<file path="config.mk">
export PLATFORM = sky130hd
export DESIGN_NAME = vrp_div
export DESIGN_NICKNAME = d
export VERILOG_FILES = /design/src/rtl/core/vrp_div.sv
export SDC_FILE = /design/constraint.sdc
export NUM_CORES = 1
export LEC_CHECK = 0
export ABC_AREA = 1
export BUFFER_PORTS_ARGS = -buffer_cell sky130_fd_sc_hd__buf_2
export CAP_MARGIN = 5
export CORE_MARGIN = 5
export CORE_UTILIZATION = 45
export CTS_CLUSTER_DIAMETER = 150
export CTS_CLUSTER_SIZE = 12
export DETAILED_ROUTE_END_ITERATION = 7
export SYNTH_ARGS = -nofsm -noshare
export SYNTH_HDL_FRONTEND = slang
export SYNTH_SLANG_ARGS = --single-unit
</file>
<file path="constraint.sdc">
create_clock -name clock -period 2.8 [get_ports clock]
set_input_delay 0.84 -clock clock [delete_from_list [all_inputs] [get_ports clock]]
set_output_delay 0.84 -clock clock [all_outputs]
set_load 0.03 [all_outputs]
</file>
<file path="src/rtl/core/vrp_div.sv">
// Pipelined unsigned restoring divider, one quotient bit per stage, with a
// tag carried alongside. Stand-alone, no package dependency.
module vrp_div #(
   parameter int NumW = 20,
   parameter int DenW = 13,
   parameter int TagW = 1
) (
   input  logic            clock,
   input  logic            reset,
   input  logic            en,
   input  logic            in_vld,
   input  logic [NumW-1:0] in_num,
   input  logic [DenW-1:0] in_den,
   input  logic [TagW-1:0] in_tag,
   output logic            out_vld,
   output logic [NumW-1:0] out_quot,
   output logic [TagW-1:0] out_tag
);

   logic            vld_ff [NumW];
   logic [DenW-1:0] rem_ff [NumW];
   logic [NumW-1:0] acc_ff [NumW];
   logic [DenW-1:0] den_ff [NumW];
   logic [TagW-1:0] tag_ff [NumW];

   for (genvar i = 0; i < NumW; i++) begin : g_step
      logic            vld_prev;
      logic [DenW-1:0] rem_prev;
      logic [NumW-1:0] acc_prev;
      logic [DenW-1:0] den_prev;
      logic [TagW-1:0] tag_prev;
      logic [DenW:0]   trial;
      logic            take;

      if (i == 0) begin : g_first
         assign vld_prev = in_vld;
         assign rem_prev = '0;
         assign acc_prev = in_num;
         assign den_prev = in_den;
         assign tag_prev = in_tag;
      end else begin : g_next
         assign vld_prev = vld_ff[i-1];
         assign rem_prev = rem_ff[i-1];
         assign acc_prev = acc_ff[i-1];
         assign den_prev = den_ff[i-1];
         assign tag_prev = tag_ff[i-1];
      end

      // acc shifts the dividend out at the top and the quotient in at the bottom
      assign trial = {rem_prev, acc_prev[NumW-1]};
      assign take  = trial >= {1'b0, den_prev};

      always_ff @(posedge clock) begin
         if (reset) begin
            vld_ff[i] <= 1'b0;
         end else if (en) begin
            vld_ff[i] <= vld_prev;
         end
      end

      always_ff @(posedge clock) begin
         if (en) begin
            rem_ff[i] <= take ? DenW'(trial - {1'b0, den_prev}) : trial[DenW-1:0];
            acc_ff[i] <= {acc_prev[NumW-2:0], take};
            den_ff[i] <= den_prev;
            tag_ff[i] <= tag_prev;
         end
      end
   end

   assign out_vld  = vld_ff[NumW-1];
   assign out_quot = acc_ff[NumW-1];
   assign out_tag  = tag_ff[NumW-1];

endmodule
</file>
; Yosys cells after proc, flatten, opt, wreduce, memory -nomap -nowiden
; Memories as Yosys holds them, arrays and structs flattened.
; Cells that the tools add are included.
[op_classes]
addsub = 20
mux = 46
bitwise = 20
order_cmp = 20
[ops]
columns = op, count
row1 = greater-or-equal comparator 14 x 13 -> 1 bit, 19
row2 = two-way mux 13 bit, 20
row3 = subtractor 13 bit, 19
row4 = two-way mux 1 bit, 26
row5 = bitwise OR 1 bit, 20
row6 = greater-or-equal comparator 1 x 13 -> 1 bit, 1
row7 = subtractor 1 x 13 -> 13 bit, 1
[totals]
word_cells = 111
in_bits = 38
register_bits = 0
ram_bits = 960
n_memories = 5
out_inout_bits = 22
[memory_table]
columns = name, depth, word_bits, rd, rd_clocked_by_memory_dff, wr, line_no
row1 = acc_ff, 20, 20, 20, 0, 20, 22  ; logic [NumW-1:0] acc_ff [NumW];
row2 = den_ff, 20, 13, 19, 0, 20, 23  ; logic [DenW-1:0] den_ff [NumW];
row3 = rem_ff, 20, 13, 19, 0, 20, 21  ; logic [DenW-1:0] rem_ff [NumW];
row4 = tag_ff, 20, 1, 20, 0, 20, 24  ; logic [TagW-1:0] tag_ff [NumW];
row5 = vld_ff, 20, 1, 20, 0, 20, 20  ; logic vld_ff [NumW];

; Depth between registers and ports, before layout
; Gate-level depths: netlist (run 1).
[logic_depth]
depth_word = 4
depth_mapped = 13
ltp_nobuf = 12

; Worst setup path after synthesis (run 1)
; No wires, ideal clock.
[synth_path]
path_kind = register to register
from = mem acc_ff[15][19], in the netlist acc_ff[3][79]
to = mem rem_ff[16][1], data pin
period_less_slack_ns = 2.044
stages_incl_launch_ff = 14
required_time_ns = 2.547
setup_ns = 0.253
n_path_buf = 1
arrival_ns = 1.791
path_slack_ns = 0.756
path_cell_list = edfxtp_1 inv_1 ha_1 inv_1 fa_1 nand2_1 nand2_1 nand3_1 nand2_1 nand2_2 nand3_4 buf_8 nand2_2 o21ai_2
[synth_rtl]
columns = element, line_no
row1 = start: declaration, 22
row2 = end: declaration, 21

==> impl_metrics.tcl, run 1 <==
set metrics [dict create \
    ys_top_cells_by_area "edfxtp_1 56%, nand2_1 9.9%, inv_1 7.6%" \
    yosys.area_share.simple 0.222 \
    layout.cells.non_filler 6560 \
    relSlewSlack 0.576 \
    netlist_area_sq_um 50100 \
    overflow 0 \
    synth_top_cell_area_share 0.560 \
    num_io_pins 60 \
    cts_sinks 934 \
    place_congestion 0.905 \
    fin_tns_setup_ns 0 \
    cts_root_buf "clkbuf_16" \
    synth.yosys.seq_area_share 0.560 \
    path_class "reg2reg" \
    htreeDepth 3 \
    grt_max_degree 98 \
    dpl.cell_count 6464 \
    avgSynthCellArea_sq_um 10.1 \
    power_density_nw_per_um2 966 \
    crit_path_end_kind "flip-flop" \
    rrSetupSlack_ns 0.29 \
    cts_hold_buf 0 \
    critPathRequiredTime_ns 3.21 \
    die_w_um 344 \
    initialDrtViolationCount 2083 \
    path_max_fanout 21 \
    rsz0062_at_grt "false" \
    ys.warnings.count 0 \
    clock_latency_ns 0.68 \
    gr-usage-met1 0.246 \
    fin_crit_sh 0.896 \
    hpwl_um 76300 \
    vdd_drop_max_uv 523 \
    drc 0 \
    finalNetCount 5370 \
    synthMuxAreaShare 0 \
    routed_wl_um 100000 \
    dr.pass1.iters 6 \
    die_h_um 344 \
    synth_xor_area_frac 0.0170 \
    path_clk_slew_ns 0.06 \
    synth_top_cell_by_area "edfxtp_1" \
    fin_skew_ns 0.0293 \
    dieArea_sq_um 118000 \
    io_buffers 59 \
    ys_types 36 \
    final_common_cell "nand2_1" \
    use_met2 0.275 \
    min_period_ns 2.51 \
    yosys_register_bits 934 \
    syn_nets 5255 \
    top_usage_layer "met2" \
    vias 31700 \
    final_cell_mix "1,317 x nand2_1, 1,020 x inv_1, 934 x edfxtp_1" \
    cts_tree "yes" \
    coreArea_sq_um 111000 \
    rows 122 \
    fillers 10100 \
    antenna_found_initial 3 \
    leakage_nw 25.2 \
    drive_gt1_frac 0.144 \
    finalHoldViolCount 0 \
    numCtsBuffers 87 \
    grt_pass1_wl_um 163000 \
    worstMarginPinSlew_ns 0.634 \
    ctsResizeCount 0 \
    syn_to_final_growth_pct 8.55 \
    synth_top_family_by_area "simple AND/OR/NAND/NOR gates" \
    track_usage 0.173 \
    grt_use_met3 0.0260 \
    slew_violations 0 \
    min_path_type "in2reg" \
    start_util 0.453 \
    fmax_mhz 399 \
    viasPerCell 4.83 \
    maxCapViolCount 0 \
    cp-start-kind "flip-flop" \
    post-cts-setup-buffer-count 0 \
    worst_ep_arrival_time_ns 2.92 \
    synth_compound_area_frac 0.0369 \
    ant_nets 0 \
    syn_inst 4950 \
    status "complete, no violations" \
    grt_pass1_vias 30700 \
    synth-adder-area-share 0.0694 \
    wl_per_cell_um 15.3 \
    setup_viol 0 \
    cts_buffer_depth 3 \
]
cell type report:
cell class	count	area (sq um)	area share
Sequential cell	934	28000	0.516
Multi-Input combinational cell	2878	17300	0.318
Clock inverter	8	149	0.00274
Timing Repair Buffer	103	873	0.0161
Inverter	1061	3980	0.0732
Clock buffer	87	2180	0.0400
Tap cell	1488	1860	0.0342
Antenna cell	1	2.50	0.0000460
state kept, by name, indices dropped and copies added (netlist names):
register and cells:
rem_ff 247, den_ff 247, vld_ff 20, tag_ff 20
acc_ff 400
path summary, 6_finish.rpt:
kind	from	depth (start not counted)	end
worst max-delay path	acc_ff[2][19]	12	rem_ff[9][0]
worst min-delay path	in_num[17]	1	acc_ff[0][18]
worst max register to register	acc_ff[2][19]	12	rem_ff[9][0]
worst min register to register	acc_ff[2][72]	0	acc_ff[3][13]
kinds of logic after synthesis:
| kind of cell | after synthesis |
|---|---|
| xor+xnor | 97 |
| fa+ha+maj | 267 |
| buf+inv | 1138 |
| simple gates | 2276 |
| compound gates | 238 |
| flops | 934 |
metrics by stage:
step	utilization	cell area [sq um]	power [mW]	setup WS [ns]	hold WS, ns
4_1_cts	0.491	54400	53.2	0.276	0.278
6_report	0.491	54400	52.5	0.292	0.341
3_5_place_dp	0.470	52100	42.3	0.293	0.405
2_1_floorplan	-	50100	37.9	0.756	0.400
3_3_place_gp	0.470	52100	42.0	0.326	0.400
5_1_grt	0.491	54400	56.8	0.119	0.301
synthesized netlist by cell type (all sizes together):
| master | n |
|---|---|
| inv | 1061 |
| nor3 | 14 |
| o211ai | 1 |
| nor2 | 253 |
| buf | 75 |
| a21oi | 95 |
| nand2 | 1466 |
| o21ai | 142 |
| clkbuf | 2 |
| nand3 | 335 |
| nand4 | 199 |
| and2 | 5 |
| or2 | 2 |
| edfxtp | 934 |
| ha | 249 |
| fa | 18 |
| nor4 | 2 |
| xor2 | 97 |
power breakdown:
group / internal [mW] / switching, mW
Clock: 5.54 / 4.99
Sequential: 18.9 / 1.67
Combinational: 7.51 / 13.9
metal layers:
metal	share of wire	up-vias
met4	0.025	2
met5	0.00020	-
met1	0.48	14700
met3	0.040	148
li1	-	16300
met2	0.45	529
worst max-delay path: stages (launching register included):
cell      delay [ns]
edfxtp_1        0.38
inv_1           0.12
ha_1            0.15
inv_1           0.09
fa_1            0.49
nand2_1         0.10
nand2_1         0.07
nand3_1         0.07
nand2_1         0.11
nand2_4         0.13
nand3_4         0.30
nand2_1         0.18
o21ai_2         0.06
Note: power is estimated with default switching activity, not from simulation.
==> run 2, diff against run 1 <==
--- a/config.mk
+++ b/config.mk
@@ -9,10 +9,11 @@
 export BUFFER_PORTS_ARGS = -buffer_cell sky130_fd_sc_hd__buf_2
 export CAP_MARGIN = 5
 export CORE_MARGIN = 5
-export CORE_UTILIZATION = 45
+export CORE_UTILIZATION = 55
 export CTS_CLUSTER_DIAMETER = 150
 export CTS_CLUSTER_SIZE = 12
 export DETAILED_ROUTE_END_ITERATION = 7
+export PLACE_DENSITY = 0.71
 export SYNTH_ARGS = -nofsm -noshare
 export SYNTH_HDL_FRONTEND = slang
 export SYNTH_SLANG_ARGS = --single-unit
==> run 2 against run 1 <==
  * Routed wire length down 0.86%
  * Maximum frequency up 0.12%
  * Non-clock buffer count is 2 lower
  * Global-route usage increased by 3.3 points
  * Core utilization increased by 11 points
  * Die area shrank 18%
  * Register-to-register slack about the same
  * Critical endpoint is now rem_ff[7][0]
  * Via count increased by 0.48%
  * Sequential power barely moved
  * Cell count decreased by 4.8%
  * Worst setup slack improved by 0.0030 ns
==> impl_metrics.tcl, run 2 (synthesized netlist as in run 1, its figures left out) <==
set metrics [dict create \
    regMostFlops "acc_ff" \
    layout.cells.non_filler 6245 \
    finalNetCount 5368 \
    path_max_fanout 21 \
    track_usage 0.206 \
    ctsResizeCount 0 \
    setup_viol 0 \
    dieArea_sq_um 97200 \
    cp-start-kind "flip-flop" \
    start_util 0.555 \
    finalPower_mw 52.6 \
    hpwl_um 75500 \
    viasPerCell 5.09 \
    fin_crit_sh 0.895 \
    drc 0 \
    worstMarginPinSlew_ns 0.611 \
    dpl.cell_count 6150 \
    dr.max_layer_used "met5" \
    crit_path_end_kind "flip-flop" \
    fin_tns_setup_ns 0 \
    slew_violations 0 \
    rows 110 \
    wl_per_cell_um 15.9 \
    vdd_drop_max_uv 673 \
    num_io_pins 60 \
    fmax_mhz 399 \
    cts_tree "yes" \
    min_path_type "in2reg" \
    final_cell_mix "1,317 x nand2_1, 1,020 x inv_1, 934 x edfxtp_1" \
    htreeDepth 3 \
    rsz0062_at_grt "false" \
    grt_pass1_vias 31100 \
    drive_gt1_frac 0.144 \
    fin_skew_ns 0.0312 \
    cts_root_buf "clkbuf_16" \
    finalHoldViolCount 0 \
    coreArea_sq_um 90300 \
    clock_latency_ns 0.67 \
    power_density_nw_per_um2 975 \
    place_congestion 0.919 \
    overflow 0 \
    cts_buffer_depth 3 \
    cts_hold_buf 0 \
    cts_sinks 934 \
    antenna_found_initial 4 \
    largest_reg_flops 400 \
    whs_ns 0.349 \
    syn_to_final_growth_pct 7.61 \
    die_w_um 312 \
    grt_max_degree 84 \
    leakage_nw 25.1 \
    worst_ep_arrival_time_ns 2.91 \
    relSlewSlack 0.589 \
    vias 31800 \
    ant_nets 0 \
    critPathRequiredTime_ns 3.20 \
    routed-wl-met2_um 46600 \
    path_class "reg2reg" \
    status "complete, no violations" \
    path_clk_slew_ns 0.06 \
    drt-met1-wl_um 45300 \
    post-cts-setup-buffer-count 0 \
    grt_pass1_wl_um 162000 \
    die_h_um 312 \
    n_antenna_cell 0 \
    io_buffers 59 \
    met3WireLength_um 4330 \
    maxCapViolCount 0 \
    routed_wl_um 99500 \
    reg_top3 "acc_ff x400, den_ff x247, rem_ff x247" \
    min_period_ns 2.51 \
    dr.pass1.iters 6 \
    final_common_cell "nand2_1" \
    numCtsBuffers 87 \
    initialDrtViolationCount 2276 \
]
-- run 2: changes by cell type in the layout (fill, tap and decap cells not counted), sizes merged --
cell,change
diode,-1
inv,+1
clkbuf,+1
buf,-2
clkinv,-2
-- run 2: worst paths after layout --
kind,from,to,slack [ns],cells past startpoint
worst max-delay path,acc_ff[1][59],rem_ff[7][0],0.29,12
worst max register to register,acc_ff[1][59],rem_ff[7][0],0.29,12
worst min register to register,acc_ff[2][12],acc_ff[2][33],0.40,0
worst min-delay path,in_num[0],acc_ff[0][1],0.35,1
-- run 2: power by group --
part           switching, mW  internal, mW
Sequential              1.71          18.9
Combinational           13.9          7.55
Clock                   4.90          5.60
Total                   20.5          32.1
-- run 2: cell type report --
class,instances,area (sq um)
clock buffers,88,2200
clock inverters,7,136
fillers,7536,36400
inverters,1061,3980
multi-input cells,2878,17300
flip-flops and latches,934,28000
well taps,1176,1470
repair buffers,101,783
-- run 2: metrics by stage --
stage / util / instance area (sq um) / setup WS [ns]
6_report: 0.597 / 53900 / 0.295
4_1_cts: 0.597 / 53900 / 0.271
3_5_place_dp: 0.571 / 51600 / 0.309
3_3_place_gp: 0.571 / 51600 / 0.353
5_1_grt: 0.597 / 53900 / 0.0949
2_1_floorplan: - / 50100 / 0.756
-- run 2: worst max-delay path: stages, from the launching register on --
cell and delay, ns:
edfxtp_1 0.36, inv_1 0.11, ha_1 0.15, inv_1 0.08, fa_1 0.46, nand2_1 0.09
nand2_1 0.05, nand3_1 0.07, nand2_1 0.09, nand2_2 0.17, nand3_4 0.32, nand2_1 0.20
o21ai_2 0.07
-- run 2: metal layers --
metal | global-route usage | vias to the layer above
met5 | 0 | -
met4 | 0.0663 | 2
met3 | 0.0307 | 198
met2 | 0.338 | 618
met1 | 0.286 | 14700
li1 | - | 16300
